**src/hw/rtl/assert_macros.svh**
```systemverilog
// Assertion helpers shared by the RTL files.
`ifndef ASSERT_MACROS_SVH
`define ASSERT_MACROS_SVH

// Clocked check, disabled while reset is asserted.
`define WSS_ASSERT(name, prop, msg) \
  name: assert property (@(posedge clk_i) disable iff (!rst_ni) prop) else $error(msg);

// Clocked check that also holds during reset.
`define WSS_ASSERT_ALWAYS(name, prop, msg) \
  name: assert property (@(posedge clk_i) prop) else $error(msg);

`endif

```
**src/hw/rtl/wss_pkg.sv**
```systemverilog
// ----------------------------------------------------------------------------
// wss_pkg
// Types and constants of the window sample statistics unit.
// ----------------------------------------------------------------------------
`default_nettype none

package wss_pkg;

  localparam int unsigned TIME_W          = 18;
  localparam int unsigned VAL_W           = 16;
  localparam int unsigned SD_W            = 16;
  localparam int unsigned WCNT_W          = 13;
  localparam int unsigned MAX_SAMPLES_DEF = 4096;

  // shared datapath width and its step counter
  localparam int unsigned ALU_W  = 64;
  localparam int unsigned STEP_W = 7;

  // configuration port
  localparam int unsigned CFG_IDX_W  = 1;
  localparam int unsigned CFG_DATA_W = 18;
  localparam logic [CFG_IDX_W-1:0] CFG_WIN_START = 1'b0;
  localparam logic [CFG_IDX_W-1:0] CFG_WIN_END   = 1'b1;

  typedef enum logic [1:0] {
    ALU_MUL,
    ALU_DIV,
    ALU_SQRT
  } alu_op_e;

  typedef struct packed {
    logic              start;
    alu_op_e           op;
    logic [STEP_W-1:0] steps;
  } alu_ctrl_t;

  typedef struct packed {
    logic busy;
    logic done;
  } alu_stat_t;

  typedef enum logic [3:0] {
    ST_IDLE,
    ST_PROBE,
    ST_PMUL,
    ST_PDIV,
    ST_UPD,
    ST_FINAL,
    ST_MEAN,
    ST_SQA,
    ST_SQB,
    ST_DEN,
    ST_QUO,
    ST_ROOT,
    ST_LOAD
  } wss_state_e;

endpackage

`default_nettype wire

```
**src/hw/rtl/wss_alu.sv**
```systemverilog
// ----------------------------------------------------------------------------
// wss_alu
// Shared iterative unit: shift-add multiply, restoring divide and
// digit-by-digit square root, one add/subtract per cycle.
// ----------------------------------------------------------------------------
`default_nettype none
`include "assert_macros.svh"

module wss_alu
  import wss_pkg::*;
(
  input  wire logic             clk_i,
  input  wire logic             rst_ni,
  input  wire alu_ctrl_t        ctrl_i,
  input  wire logic [ALU_W-1:0] a_i,
  input  wire logic [ALU_W-1:0] b_i,
  output      alu_stat_t        stat_o,
  output      logic [ALU_W-1:0] result_o
);

  logic              busy_q, busy_d, done_q, done_d;
  alu_op_e           op_q, op_d;
  logic [STEP_W-1:0] cnt_q, cnt_d;
  logic [ALU_W-1:0]  acc_q, acc_d, x_q, x_d, y_q, y_d, d_q, d_d;

  logic [STEP_W-1:0] shamt;
  logic [ALU_W:0]    div_t;
  logic [ALU_W-1:0]  sq_r, sq_trial;

  assign shamt    = STEP_W'(ALU_W) - ctrl_i.steps;
  assign div_t    = {acc_q, y_q[ALU_W-1]};
  assign sq_r     = {acc_q[ALU_W-3:0], y_q[ALU_W-1 -: 2]};
  assign sq_trial = {x_q[ALU_W-3:0], 2'b01};

  always_comb begin
    busy_d = busy_q;
    done_d = 1'b0;
    op_d   = op_q;
    cnt_d  = cnt_q;
    acc_d  = acc_q;
    x_d    = x_q;
    y_d    = y_q;
    d_d    = d_q;
    if (ctrl_i.start && !busy_q) begin
      busy_d = 1'b1;
      op_d   = ctrl_i.op;
      cnt_d  = ctrl_i.steps;
      acc_d  = '0;
      d_d    = b_i;
      case (ctrl_i.op)
        ALU_MUL: begin
          x_d = a_i;
          y_d = b_i << shamt;
        end
        ALU_DIV: begin
          x_d = '0;
          y_d = a_i << shamt;
        end
        default: begin
          x_d = '0;
          y_d = a_i;
        end
      endcase
    end else if (busy_q) begin
      case (op_q)
        ALU_MUL: begin
          acc_d = {acc_q[ALU_W-2:0], 1'b0} + (y_q[ALU_W-1] ? x_q : '0);
          y_d   = {y_q[ALU_W-2:0], 1'b0};
        end
        ALU_DIV: begin
          if (div_t >= {1'b0, d_q}) begin
            acc_d = ALU_W'(div_t - {1'b0, d_q});
            y_d   = {y_q[ALU_W-2:0], 1'b1};
          end else begin
            acc_d = div_t[ALU_W-1:0];
            y_d   = {y_q[ALU_W-2:0], 1'b0};
          end
        end
        default: begin
          if (sq_r >= sq_trial) begin
            acc_d = sq_r - sq_trial;
            x_d   = {x_q[ALU_W-2:0], 1'b1};
          end else begin
            acc_d = sq_r;
            x_d   = {x_q[ALU_W-2:0], 1'b0};
          end
          y_d = {y_q[ALU_W-3:0], 2'b00};
        end
      endcase
      cnt_d = cnt_q - 1'b1;
      if (cnt_q == STEP_W'(1)) begin
        busy_d = 1'b0;
        done_d = 1'b1;
      end
    end
  end

  always_ff @(posedge clk_i or negedge rst_ni) begin
    if (!rst_ni) begin
      busy_q <= 1'b0;
      done_q <= 1'b0;
      op_q   <= ALU_MUL;
      cnt_q  <= '0;
    end else begin
      busy_q <= busy_d;
      done_q <= done_d;
      op_q   <= op_d;
      cnt_q  <= cnt_d;
    end
  end

  always_ff @(posedge clk_i) begin
    acc_q <= acc_d;
    x_q   <= x_d;
    y_q   <= y_d;
    d_q   <= d_d;
  end

  always_comb begin
    case (op_q)
      ALU_MUL: result_o = acc_q;
      ALU_DIV: result_o = y_q;
      default: result_o = x_q;
    endcase
  end

  assign stat_o.busy = busy_q;
  assign stat_o.done = done_q;

  `WSS_ASSERT(a_start_idle, ctrl_i.start |-> !busy_q, "alu started while busy")
  `WSS_ASSERT(a_done_after_busy, done_q |-> $past(busy_q), "alu done without work")
  `WSS_ASSERT(a_busy_holds, (busy_q && cnt_q != STEP_W'(1)) |=> busy_q,
              "alu stopped early")

endmodule

`default_nettype wire

```
**config.mk**
```make
export PLATFORM = sky130hd
export DESIGN_NAME = wss_alu
export DESIGN_NICKNAME = d
export VERILOG_FILES = /design/src/hw/rtl/wss_pkg.sv /design/src/hw/rtl/wss_alu.sv
export VERILOG_INCLUDE_DIRS = /design/src /design/src/hw/rtl
export SDC_FILE = /design/constraint.sdc
export NUM_CORES = 1
export LEC_CHECK = 0
export BUFFER_PORTS_ARGS = -buffer_cell sky130_fd_sc_hd__buf_2
export CAP_MARGIN = 30
export CORE_UTILIZATION = 30
export CTS_CLUSTER_DIAMETER = 150
export CTS_CLUSTER_SIZE = 12
export DETAILED_ROUTE_END_ITERATION = 6
export GPL_TIMING_DRIVEN = 0
export PLACE_DENSITY_LB_ADDON = 0.15
export SYNTH_ARGS = -nofsm -noshare
export SYNTH_HDL_FRONTEND = slang
export SYNTH_SLANG_ARGS = --single-unit
```
**constraint.sdc**
```tcl
create_clock -name clk_i -period 4.6 [get_ports clk_i]
set_input_delay 0.69 -clock clk_i [delete_from_list [all_inputs] [get_ports clk_i]]
set_output_delay 0.69 -clock clk_i [all_outputs]
set_load 0.01 [all_outputs]
```
==> results summary <==
The flow ran to the end, and the final reports show no timing, DRC or antenna violations. Along the worst path, the maximum fanout reaches 10. The net count after synthesis came out at around 4200. For the worst flop-to-flop path, the logic depth is 17. The average cell area after synthesis came out at 7.814 um^2. Setup repair after global routing could not meet its margin everywhere. The sequential fraction of the synthesis area came out at 0.2418.

The detailed-route vias per instance is between 5 and 6. The cell count after synthesis came out at roughly 3900. The number of register bits inferred by synthesis came out at around 270. The slew at the pin closest to its max-slew limit is between 1 and 1.5 ns. The worst setup slack after layout came out at between 0.01 and 0.015 ns. The startpoint identified for the worst register-to-register timing path is y_q[63]$_DFFE_PP_.

The boundary pin count came out at 206. The area growth from synthesis to layout is 13.90%. The die extent in y is between 300 and 400 um. The setup slack on the worst flop-to-flop path came out at roughly 0.11 ns.

The maximum number of buffers from clock root to sink is 3. The via count of the first global-routing pass came out at between 30000 and 40000. The maximum number of pins on one net before global-route repair came out at 65. Across the VDD grid, the largest voltage drop is around 0.35 mV. The number of antenna violations at the first check in global routing is 1.

The count of final setup violators is 0. The number of iterations in the first detailed-routing pass came out at 7. The area taken by multi-input logic gates is between 20000 and 25000 um^2. Global routing finished with a remaining overflow of 0.

The worst slack at placement is -2.434 ns. The number of levels in the clock H-tree came out at 1. The critical path is of the primary input to flop type.

For the worst setup path, the data required time is slightly above 5 ns. The sequential cell area is around 7300 um^2. The number of violations reported at the end of detailed-routing iteration 0 is 3543. The count of input and output buffers came out at just over 200. The share of cells above drive strength 1 is 0.1029. The die area came out at about 100000 um^2. The area of the placeable core came out at between 100000 and 150000 um^2. Counting the buffers created by CTS gives 26.

The average wire length per cell after detail routing came out at between 30 and 40 um. The worst path arrival time came out at about 5 ns. The clock sink count came out at around 270. The post-detailed-placement half-perimeter wirelength came out at 140400 um.

The worst max-slew margin expressed relative to the limit came out at 0.3069. The number of antenna-violating nets in the routed design came out at 0. The global placer's final weighted congestion is slightly above 1. In this run the worst setup path terminates at y_q[55]$_DFFE_PP_.

The master cell of the clock root buffer is clkbuf_16. STA classifies the critical path startpoint as a primary input. Leaving out fill and tap cells, the most frequent cell in the layout is nand2_1. In this run the worst setup path begins at ctrl_i[0]. From left edge to right edge, the die measures roughly 320 um. Final hold analysis gives a worst-case slack of between 0.04 and 0.05 ns.

The leakage power came out at between 10 and 15 nW. The proportion of synthesized flip-flops having asynchronous set or reset is 0.04120. Clock latency on the worst-skew pair, taken at its later pin, is around 0.6 ns.

The count of distinct cell types in the synthesized netlist is 96. The synthesized design contains ~190 enable-type register cells. The path class of the lowest-slack min-delay path is primary input to asynchronous set/reset pin. In the synthesized netlist the dominant register cell turns out to be edfxtp_1.

The number of max-capacitance violations reported came out at 0. The detailed-route DRC error count is 0. In the finished design, the share of the clock period the worst path needs comes to 0.9976.

The number of max-slew violations in the final report came out at 0. The quantity of hold-fixing buffers added after cts came out at 0. The fill cell total of the finished layout is around 11000. The first-pass GRT wire length came out at ~230000 um. Leaving out fill and tap cells, the most frequent cells in the layout are 494 x nand2_1, 415 x mux2i_1, 328 x a21oi_1, 316 x o21ai_0, 258 x nor2_1. The worst setup path is captured at a flop. The worst clock skew is approximately 0.028 ns. The final period demand of the worst path is between 4 and 5 ns. The maximum achievable frequency came out at roughly 220 MHz. The number of vias in the routed layout is roughly 32000. The final layout contains routed wiring with a total length of between 150000 and 200000 um. In this run the critical register-to-register path is captured at acc_q[62]$_SDFFE_PP0P_. In this run the cell area of the synthesized design comes to ~30000 um^2. The starting utilization of the core area is 0.3029.

The count of final hold-check violations came out at 0. During synthesis, Yosys emitted a total of 0 warnings. For this design the ratio of total power to cell area is 825.9 nW/um^2. The row count came out at about 120. TritonCTS built the clock tree.

In the global route stage, overall resource usage came out at 0.3140. The final net count is between 4000 and 5000. The clock edge transition at the registers on the reported setup and hold paths is ~0.070 ns. The post-route core utilization came out at 0.3450.
==> worst min-delay path by stage <==
stage,startpoint,endpoint,slack (ns)
floorplan,rst_ni,busy_q$_DFF_PN0_,0.39
global placement,cnt_q[0]$_DFFE_PN0P_,cnt_q[0]$_DFFE_PN0P_,0.50
detailed placement,cnt_q[0]$_DFFE_PN0P_,cnt_q[0]$_DFFE_PN0P_,0.50
CTS,rst_ni,done_q$_DFF_PN0_,0.01
global route,rst_ni,cnt_q[3]$_DFFE_PN0P_,0.04
finish,rst_ni,done_q$_DFF_PN0_,0.04
==> metal layers <==
layer	track usage	up-vias	share of wire
met5	0	-	0
met4	0.1593	0	0.059
met3	0.02584	328	0.063
met2	0.5074	1542	0.45
met1	0.4181	15679	0.43
li1	-	14879	-
==> synthesized netlist by cell type (all sizes together) (7+ instances only) <==
| cell | count | area share |
|---|---|---|
| a211o | 13 | 0.0038 |
| a211oi | 58 | 0.014 |
| a21boi | 14 | 0.0035 |
| a21o | 67 | 0.017 |
| a21oi | 340 | 0.056 |
| a221oi | 25 | 0.0076 |
| a22o | 9 | 0.0026 |
| a22oi | 17 | 0.0042 |
| a31oi | 46 | 0.0097 |
| a32o | 8 | 0.0026 |
| a32oi | 12 | 0.0035 |
| a41oi | 11 | 0.0034 |
| and2 | 13 | 0.0027 |
| and3 | 12 | 0.0025 |
| buf | 57 | 0.010 |
| clkbuf | 195 | 0.024 |
| dfrtp | 11 | 0.0091 |
| dfxtp | 64 | 0.042 |
| edfxtp | 192 | 0.19 |
| ha | 193 | 0.080 |
| inv | 195 | 0.024 |
| mux2 | 12 | 0.0045 |
| mux2i | 424 | 0.14 |
| nand2 | 497 | 0.062 |
| nand2b | 20 | 0.0041 |
| nand3 | 107 | 0.018 |
| nand4 | 59 | 0.013 |
| nor2 | 260 | 0.032 |
| nor2b | 38 | 0.0078 |
| nor3 | 56 | 0.0096 |
| nor4 | 16 | 0.0038 |
| o211a | 9 | 0.0030 |
| o211ai | 71 | 0.018 |
| o21a | 21 | 0.0052 |
| o21ai | 339 | 0.056 |
| o21bai | 40 | 0.0099 |
| o221ai | 44 | 0.013 |
| o22ai | 15 | 0.0031 |
| o31ai | 17 | 0.0042 |
| or3 | 15 | 0.0031 |
| or4 | 7 | 0.0017 |
| xnor2 | 99 | 0.029 |
| xor2 | 81 | 0.023 |
==> cell type report <==
cell class	count	share of cell area
Antenna cell	1	0.00007254
Buffer	249	0.03148
Clock buffer	47	0.02176
Clock inverter	1	0.0003264
Inverter	197	0.02169
Multi-Input combinational cell	3160	0.6217
Sequential cell	267	0.2125
Tap cell	1298	0.04708
Timing Repair Buffer	237	0.04331
==> state kept, by name (all words and copies together) (netlist names) <==
register  cells
op_q          2
x_q          64
cnt_q         7
d_q          64
busy_q        1
acc_q        64
y_q          64
done_q        1
==> cells by family (layout without fill, tap and decap cells) <==
logic type               after synthesis  after routing  share of synthesized area
AO/OA/AOI/OAI                       1229           1229                     0.2571
AND/OR/NAND/NOR                     1120           1120                     0.1648
buffers and inverters                449            731                    0.05858
multiplexers                         436            436                     0.1446
flip-flops                           267            267                     0.2418
adder cells (fa/ha/maj)              195            195                    0.08106
XOR/XNOR                             180            180                    0.05206
other                                  0              1                          0
==> repair_timing <==
item                       CTS  global route
buffers inserted             3             3
pin swaps                    1             5
gates resized for setup     84            28
setup endpoints to repair  191            39
==> worst max-delay path, stage by stage <==
cell        delay [ns]
clkbuf_4          0.29
clkinvlp_4        0.33
clkbuf_4          0.34
ha_1              0.40
clkbuf_1          0.25
clkbuf_2          0.37
mux2i_1           0.27
mux2i_1           0.14
mux2i_1           0.48
mux2i_1           0.33
a21oi_1           0.66
a32oi_1           0.22
a31oi_1           0.22
==> per-stage QoR <==
step / instances / setup TNS (ns) / power, mW / cell area, um^2
2_1_floorplan: 3876 / 0 / 17.92 / 30290
4_1_cts: 5450 / 0 / 27.71 / 34310
5_1_grt: 5456 / -0.02824 / 30.08 / 34490
3_5_place_dp: 5401 / -141.99 / 25.28 / 33310
6_report: 5457 / 0 / 28.49 / 34500
3_3_place_gp: 5378 / -286.17 / 25.30 / 32930
==> where the power goes <==
part	total, mW	switching, mW	internal [mW]
registers	5.29	1.59	3.70
logic	21.0	13.7	7.37
clock network	2.17	1.08	1.10
total	28.5	16.3	12.2
Note: power is estimated with default switching activity, not from simulation.
