`config.mk`:
```
export PLATFORM = sky130hd
export DESIGN_NAME = wss_acc
export DESIGN_NICKNAME = d
export VERILOG_FILES = /design/src/hw/rtl/assert_macros.svh /design/src/hw/rtl/wss_pkg.sv /design/src/hw/rtl/wss_acc.sv
export SDC_FILE = /design/constraint.sdc
export NUM_CORES = 1
export LEC_CHECK = 0
export ABC_AREA = 1
export BUFFER_PORTS_ARGS = -buffer_cell sky130_fd_sc_hd__clkbuf_2
export CORE_MARGIN = 10
export CORE_UTILIZATION = 45
export CTS_CLUSTER_SIZE = 25
export DETAILED_ROUTE_END_ITERATION = 10
export SETUP_SLACK_MARGIN = 0.05
export SLEW_MARGIN = 20
export SYNTH_ARGS = -nofsm -noshare
export SYNTH_HDL_FRONTEND = slang
export SYNTH_SLANG_ARGS = --single-unit
```
`constraint.sdc`:
```
create_clock -name clk_i -period 2.5 [get_ports clk_i]
set_input_delay 0.375 -clock clk_i [delete_from_list [all_inputs] [get_ports clk_i]]
set_output_delay 0.375 -clock clk_i [all_outputs]
set_load 0.005 [all_outputs]
```
`src/hw/rtl/assert_macros.svh`:
```
// Assertion helpers shared by the RTL files.
`ifndef ASSERT_MACROS_SVH
`define ASSERT_MACROS_SVH

// Clocked check, disabled while reset is asserted.
`define WSS_ASSERT(name, prop, msg) \
  name: assert property (@(posedge clk_i) disable iff (!rst_ni) prop) else $error(msg);

// Clocked check that also holds during reset.
`define WSS_ASSERT_ALWAYS(name, prop, msg) \
  name: assert property (@(posedge clk_i) prop) else $error(msg);

`endif

```
`src/hw/rtl/wss_pkg.sv`:
```
// ----------------------------------------------------------------------------
// wss_pkg
// Types and constants of the window sample statistics unit.
// ----------------------------------------------------------------------------
`default_nettype none

package wss_pkg;

  localparam int unsigned TIME_W          = 18;
  localparam int unsigned VAL_W           = 16;
  localparam int unsigned SD_W            = 16;
  localparam int unsigned WCNT_W          = 13;
  localparam int unsigned MAX_SAMPLES_DEF = 4096;

  // shared datapath width and its step counter
  localparam int unsigned ALU_W  = 64;
  localparam int unsigned STEP_W = 7;

  // configuration port
  localparam int unsigned CFG_IDX_W  = 1;
  localparam int unsigned CFG_DATA_W = 18;
  localparam logic [CFG_IDX_W-1:0] CFG_WIN_START = 1'b0;
  localparam logic [CFG_IDX_W-1:0] CFG_WIN_END   = 1'b1;

  typedef enum logic [1:0] {
    ALU_MUL,
    ALU_DIV,
    ALU_SQRT
  } alu_op_e;

  typedef struct packed {
    logic              start;
    alu_op_e           op;
    logic [STEP_W-1:0] steps;
  } alu_ctrl_t;

  typedef struct packed {
    logic busy;
    logic done;
  } alu_stat_t;

  typedef enum logic [3:0] {
    ST_IDLE,
    ST_PROBE,
    ST_PMUL,
    ST_PDIV,
    ST_UPD,
    ST_FINAL,
    ST_MEAN,
    ST_SQA,
    ST_SQB,
    ST_DEN,
    ST_QUO,
    ST_ROOT,
    ST_LOAD
  } wss_state_e;

endpackage

`default_nettype wire

```
`src/hw/rtl/wss_acc.sv`:
```
// ----------------------------------------------------------------------------
// wss_acc
// In-window accumulator: count, sum, sum of squares, maximum and minimum.
// ----------------------------------------------------------------------------
`default_nettype none

module wss_acc
  import wss_pkg::*;
#(
  parameter int unsigned MAX_SAMPLES = MAX_SAMPLES_DEF,
  parameter int unsigned CNT_W       = $clog2(MAX_SAMPLES + 1),
  parameter int unsigned SUM_W       = VAL_W + CNT_W,
  parameter int unsigned SQ_W        = 2 * VAL_W - 1 + CNT_W
) (
  input  wire logic                    clk_i,
  input  wire logic                    rst_ni,
  input  wire logic                    upd_i,
  input  wire logic                    clr_i,
  input  wire logic [TIME_W-1:0]       time_i,
  input  wire logic signed [VAL_W-1:0] value_i,
  input  wire logic [TIME_W-1:0]       win_start_i,
  input  wire logic [TIME_W-1:0]       win_end_i,
  output      logic [CNT_W-1:0]        count_o,
  output      logic signed [SUM_W-1:0] sum_o,
  output      logic [SQ_W-1:0]         sq_o,
  output      logic signed [VAL_W-1:0] max_o,
  output      logic signed [VAL_W-1:0] min_o
);

  logic [CNT_W-1:0]          count_q, count_d;
  logic signed [SUM_W-1:0]   sum_q, sum_d;
  logic [SQ_W-1:0]           sq_q, sq_d;
  logic signed [VAL_W-1:0]   max_q, max_d, min_q, min_d;
  logic signed [2*VAL_W-1:0] prod;
  logic                      take;

  assign prod = value_i * value_i;
  assign take = upd_i && (time_i >= win_start_i) && (time_i <= win_end_i)
                && (count_q < CNT_W'(MAX_SAMPLES));

  always_comb begin
    count_d = count_q;
    sum_d   = sum_q;
    sq_d    = sq_q;
    max_d   = max_q;
    min_d   = min_q;
    if (clr_i) begin
      count_d = '0;
      sum_d   = '0;
      sq_d    = '0;
      max_d   = '0;
      min_d   = '0;
    end else if (take) begin
      count_d = count_q + 1'b1;
      sum_d   = sum_q + SUM_W'(value_i);
      sq_d    = sq_q + SQ_W'(prod[2*VAL_W-2:0]);
      if (count_q == '0 || value_i > max_q) max_d = value_i;
      if (count_q == '0 || value_i < min_q) min_d = value_i;
    end
  end

  always_ff @(posedge clk_i or negedge rst_ni) begin
    if (!rst_ni) begin
      count_q <= '0;
      sum_q   <= '0;
      sq_q    <= '0;
      max_q   <= '0;
      min_q   <= '0;
    end else begin
      count_q <= count_d;
      sum_q   <= sum_d;
      sq_q    <= sq_d;
      max_q   <= max_d;
      min_q   <= min_d;
    end
  end

  assign count_o = count_q;
  assign sum_o   = sum_q;
  assign sq_o    = sq_q;
  assign max_o   = max_q;
  assign min_o   = min_q;

endmodule

`default_nettype wire

```
==> flow_metrics.py, run 1 <==
metrics = {
    "status": {
        "run_status": "complete, but fails checks",
        "violations_in_the_final_reports": "setup timing",
    },
    "global_routing": {
        "grt_antenna_before_repair": 1,
        "grt_max_degree": 66,
        "grt_overflow": 0,
        "grt.total_usage": 0.276,
        "grt_first_pass_wirelength_um": 119000,
        "grt_pass1_vias": 22492,
    },
    "place": {
        "gp_congestion": 0.948,
        "post-dp-hpwl_um": 57900,
        "io_buffer_count": 191,
        "dp_slack_ps": -4780,
        "post_place_instance_area_mm2": 0.0260,
    },
    "sta": {
        "report.final.slew_viol_count": 0,
        "worst_pin_slew_ps": 807,
        "final.setup.worst_slack_ps": -3990,
        "final.setup.tns_ps": -139810,
        "timing.clock.skew_ps": 14.1,
        "final.period_utilization": 2.60,
        "finalSetupViolations": 40,
        "hold_violations": 0,
        "maxClockFrequency_ghz": 0.154,
        "period_minus_slack_ps": 6490,
        "max_slew_margin": 0.461,
        "rsz0062_at_grt": "yes",
    },
    "logic_synthesis": {
        "synth-seq-area-share": 0.143,
        "synth_top_family_by_area": "adder cells",
        "synth.distinct_cells": 36,
        "ys_seq_elements": 118,
        "synth_compound_area_frac": 0.0563,
        "netlist_top_cells_count": "847 x nand2_1, 677 x inv_1, 227 x fa_1",
        "synthDominantAreaCellType": "fa_1",
        "synth-xor-area-share": 0.0427,
        "arithmetic_cell_share_of_the_synthesized_area_counting_full_adders_half_adders_and_majority_gates": 0.352,
        "synth-simple-area-share": 0.267,
        "synth_area_per_cell_um2": 6.96,
        "post-synth-top-area-fraction": 0.220,
        "synth-edff-count": 0,
        "async_flop_share": 1.00,
        "mappedNetlistArea_mm2": 0.0207,
        "mappedNetlistNets": 3496,
        "synthesis.instances": 2976,
        "most_frequent_cell_after_synthesis": "nand2_1",
        "ys.flop_type": "dfrtp_1",
        "yosys_warnings": 0,
        "synth.area.mux_share": 0,
        "ys_top_cells_by_area": "fa_1 22%, nand2_1 15%, dfrtp_1 14%, ha_1 13%, inv_1 12%",
    },
    "setup_path": {
        "critPathCaptureType": "flop",
        "critPathRequiredTime_ps": 2880,
        "worst-setup-path-type": "input port to flop",
        "worst-path-max-fanout": 5,
        "r2r-end": "sum_o[20]",
        "critPathSlowestCell": "fa_2",
        "worstRegToRegCells": 12,
        "slowest_delay_ps": 550,
        "rr_startpoint": "sum_o[0]",
        "cp.arrival_ps": 6870,
        "crit_path_start_kind": "input port",
        "reg2reg_slack_ps": 160,
    },
    "clock_tree": {
        "numCtsBuffers": 17,
        "clock_tree_from_tritoncts": "done",
        "numClockSinks": 118,
        "largest_buffer_count_on_any_clock_path": 2,
        "cts_root_buffer": "clkbuf_16",
        "cts.reportedPaths.clkPinSlew_ps": 60,
        "h-tree-depth": 4,
        "worst_skew_pair.late_latency_ps": 500,
    },
    "worst_hold_path": {
        "min_to": "count_o[12]",
        "timing.hold.worst_path_depth": 3,
        "hp-start": "upd_i",
        "hold_path_class": "input port to flop",
    },
    "detailed_routing": {
        "wirelength_um": 75900,
        "detailed_route_vias_per_instance": 5.10,
        "drt-pass1-iter-count": 6,
        "drt_iter0_markers": 1332,
        "avgRoutedWirePerCell_um": 18.0,
        "postRouteAntennaNets": 0,
        "routed-via-count": 21471,
        "drc_errors": 0,
    },
    "final_layout": {
        "layout.core_utilization": 0.678,
        "layout-drive-gt1-share": 0.378,
        "fillers": 3711,
        "post_route_cell_area_mm2": 0.0308,
        "synth_to_final_area_change_pct": 48.6,
        "final_net_count": 4114,
    },
    "job": {
        "maxCapViolations": 0,
    },
    "floorplanning": {
        "die_area_mm2": 0.0550,
        "cell_row_count": 78,
        "io_pins": 192,
        "die_y_um": 234,
        "horizontal_die_dimension_um": 234,
        "fp.coreArea_mm2": 0.0454,
        "initial_core_util": 0.456,
    },
}
critical path: cells and delay by family:
family / cells / cell delay, ps
fa+ha+maj: 8 / 3700
simple gates: 16 / 1380
buf+inv: 11 / 1030
compound gates: 1 / 230
xor+xnor: 1 / 130
state kept, by name (all words and copies together) (netlist names):
name / count
sq_o: 44
min_o: 16
max_o: 16
count_o: 13
sum_o: 29
layout make-up:
class                      count  area, µm²  area share
multi-input combinational   2106      18400       0.598
timing repair buffer         671       5490       0.179
sequential                   118       2950      0.0960
inverter                     680       2590      0.0843
tap                          600        751      0.0244
clock buffer                  17        425      0.0138
clock inverter                15        156     0.00508
antenna                        1       2.50   0.0000813
per-stage QoR:
stage	hold WS [ps]	cells
after floorplan	79.4	2976
after global placement	216	4062
after detailed placement	215	4062
after CTS	155	4161
after global routing	188	4207
final	194	4208
layout by cell type, fill, tap and decap left out, types with 21 or more instances in the layout:
master | Yosys | final
nor2_2 | 0 | 25
nand2_2 | 4 | 122
dfrtp_1 | 118 | 118
fa_1 | 227 | 210
inv_2 | 1 | 126
clkbuf_16 | 0 | 26
ha_4 | 0 | 70
ha_1 | 219 | 146
clkbuf_2 | 1 | 175
xor2_1 | 67 | 53
nand2_1 | 847 | 648
o21ai_0 | 56 | 35
nor2_1 | 195 | 130
nand2_4 | 0 | 78
xnor2_1 | 34 | 21
a21oi_1 | 123 | 73
nand3_1 | 214 | 190
nand4_1 | 33 | 33
nor2_4 | 1 | 41
buf_6 | 2 | 80
a21oi_4 | 0 | 30
inv_1 | 677 | 538
buf_4 | 5 | 370
logic make-up (layout without fill, tap and decap cells):
group | Yosys count | count (layout)
adders and majority gates | 446 | 446
DFF | 118 | 118
buffers and inverters | 752 | 1383
AOI/OAI and AO/OA | 215 | 215
and+or+nand+nor | 1344 | 1344
xor gates and xnor gates | 101 | 101
other | 0 | 1
worst max path at each step:
stage	start	endpoint	slack, ps
floorplan	value_i[5]	sq_o[38]	-3870
global placement	value_i[15]	sq_o[37]	-4750
detailed placement	value_i[7]	sq_o[37]	-4780
CTS	value_i[5]	sq_o[35]	-3850
global route	value_i[5]	sq_o[40]	-4240
finish	value_i[15]	sq_o[41]	-3990
metal layers:
| metal | global-route usage | vias to the layer above | routed length, µm |
|---|---|---|---|
| li1 | - | 10282 | - |
| met1 | 0.351 | 10517 | 32500 |
| met2 | 0.463 | 547 | 36900 |
| met3 | 0.0547 | 125 | 4170 |
| met4 | 0.0929 | 0 | 2200 |
| met5 | 0 | - | 0 |
timing repair:
| item | CTS | global route |
|---|---|---|
| gates resized for setup | 547 | 228 |
| endpoints found under the setup margin | 41 | 44 |
| gates cloned | 5 | 1 |
| setup buffers | 64 | 49 |
| pin swaps | 267 | 204 |
| hold endpoints to repair | 62 | 0 |
| hold buffers | 1 | 0 |
Power of run 1 is not shown: default switching activity piles up to over one toggle a cycle in this logic, so the estimate is an artifact.
==> inputs of run 2 (changes only) <==
GPL_TIMING_DRIVEN = 0   (was not set)
PLACE_DENSITY = 0.66   (was not set)
clock period = 5.8 ns   (was 2.5 ns; I/O delays follow)
==> run 2 against run 1 <==
  * The run still ends with setup timing left
  * Flip-flop and latch count stayed put
  * Final cell count fell by 5.3%
  * Die area stayed put
  * Critical path depth down 3
  * Cell area shrank 6.1%
  * Critical path type unchanged
  * Critical endpoint is now sq_o[40]
==> flow_metrics.py, run 2 (synthesis results as in run 1) <==
metrics = {
    "clock_tree": {
        "numClockSinks": 118,
        "worst_skew_pair.late_latency_ps": 480,
        "cts.reportedPaths.clkPinSlew_ps": 60,
        "cts_root_buffer": "clkbuf_16",
        "h-tree-depth": 4,
        "numCtsBuffers": 17,
        "clock_tree_from_tritoncts": "done",
        "postCtsHoldBufs": 0,
        "largest_buffer_count_on_any_clock_path": 2,
    },
    "detailed_routing": {
        "drt-pass1-iter-count": 5,
        "detailed_route_vias_per_instance": 5.25,
        "drt_iter0_markers": 1614,
        "wirelength_um": 75600,
        "routed-via-count": 20942,
        "postRouteAntennaNets": 0,
        "avgRoutedWirePerCell_um": 19.0,
        "drc_errors": 0,
    },
    "final_layout": {
        "layout.cells.non_filler": 3987,
        "synth_to_final_area_change_pct": 39.6,
        "fillers": 3743,
        "ff_latch_area_mm2": 0.00295,
        "layout.cells.most_common_list": "653 x nand2_1, 551 x inv_1, 200 x fa_1, 182 x nand3_1, 174 x clkbuf_2",
        "layout-drive-gt1-share": 0.323,
        "antenna_diodes": 0,
        "layout.cells.most_common": "nand2_1",
        "final_net_count": 3895,
        "multiInputGateArea_mm2": 0.0182,
        "largest_register_ff_count": 44,
        "post_route_cell_area_mm2": 0.0289,
    },
    "place": {
        "post-place-cells": 3768,
        "post_place_instance_area_mm2": 0.0236,
        "post-dp-hpwl_um": 57200,
        "io_buffer_count": 191,
        "gp_congestion": 0.975,
    },
    "setup_path": {
        "crit_buf_inv": 8,
        "crit_family": "adder cells",
        "critPathCaptureType": "flop",
        "critPathRequiredTime_ps": 6170,
        "crit_path_start_kind": "input port",
        "critPathSlowestCell": "fa_1",
        "rr_startpoint": "count_o[0]",
        "worstRegToRegCells": 10,
        "logic_depth_of_the_worst_setup_path_including_buffers": 34,
        "slowest_delay_ps": 560,
        "cp.arrival_ps": 7570,
        "worst-setup-path-type": "input port to flop",
        "cp-startpoint": "value_i[15]",
        "worst-path-max-fanout": 7,
    },
    "status": {
        "run_status": "complete, but fails checks",
        "violations_in_the_final_reports": "setup timing",
    },
    "sta": {
        "period_minus_slack_ps": 7200,
        "worst_pin_slew_ps": 933,
        "timing.clock.skew_ps": 8.94,
        "final.period_utilization": 1.24,
        "final.setup.worst_slack_ps": -1400,
        "rsz0062_at_grt": "yes",
        "report.final.slew_viol_count": 0,
        "maxClockFrequency_ghz": 0.139,
        "hold_violations": 0,
        "max_slew_margin": 0.375,
        "finalSetupViolations": 35,
    },
    "floorplanning": {
        "die_y_um": 234,
        "initial_core_util": 0.456,
        "io_pins": 192,
        "fp.coreArea_mm2": 0.0454,
        "cell_row_count": 78,
        "die_area_mm2": 0.0550,
        "horizontal_die_dimension_um": 234,
    },
    "worst_hold_path": {
        "hold_path_class": "input port to async pin",
    },
    "job": {
        "maxCapViolations": 0,
    },
    "global_routing": {
        "grt_pass1_vias": 21137,
        "grt_overflow": 0,
        "grt_first_pass_wirelength_um": 114000,
        "grt_antenna_before_repair": 0,
        "grt_max_degree": 71,
        "grt.total_usage": 0.266,
    },
}
run 2: cell types whose count changed in the layout (fill, tap and decap cells not counted), moves of 12 or more:
cell,delta
buf_12,-12
buf_2,+17
buf_4,-225
buf_6,-38
clkbuf_1,+13
clkbuf_16,+18
ha_1,+17
ha_4,-19
inv_1,+13
inv_2,-20
run 2: worst paths after layout:
| check | endpoint | slack, ps |
|---|---|---|
| min in group clk_i | min_o[13] | 510 |
| min reg2reg | min_o[13] | 510 |
| max reg2reg | max_o[7] | 3120 |
| max in group asynchronous | sq_o[6] | 4770 |
| max | sq_o[40] | -1400 |
| min | sum_o[16] | 330 |
run 2: area by class of cell:
cell class / count / share of cell area
Multi-Input combinational cell: 2106 / 0.630
Timing Repair Buffer: 389 / 0.104
Sequential cell: 118 / 0.102
Inverter: 680 / 0.0908
Tap cell: 600 / 0.0260
Buffer: 63 / 0.0255
Clock buffer: 20 / 0.0155
Clock inverter: 11 / 0.00602
run 2: per-layer routing:
| metal | GRT usage | up-vias | wire length (µm) |
|---|---|---|---|
| met1 | 0.329 | 10146 | 30800 |
| met5 | 0 | - | 0 |
| met4 | 0.104 | 0 | 3080 |
| met2 | 0.448 | 774 | 36700 |
| met3 | 0.0559 | 173 | 5050 |
| li1 | - | 9849 | - |
run 2: what timing repair did:
item,in CTS,in global routing
setup buffers,95,101
gates cloned,4,1
gates resized for setup,367,400
setup endpoints to repair,36,36
pin swaps,190,310
hold endpoints to repair,0,0
run 2: per-stage QoR:
stage | worst slack [ps] | hold WS (ps) | util | TNS [ps]
after global placement | -2810 | 498 | 0.520 | -80290
after global routing | -1670 | 350 | 0.637 | -44240
final | -1400 | 332 | 0.637 | -37440
after CTS | -1280 | 338 | 0.589 | -34510
after floorplan | -1060 | 485 | - | -27670
after detailed placement | -2810 | 502 | 0.520 | -81050
Power of run 2 is left out for the same reason.
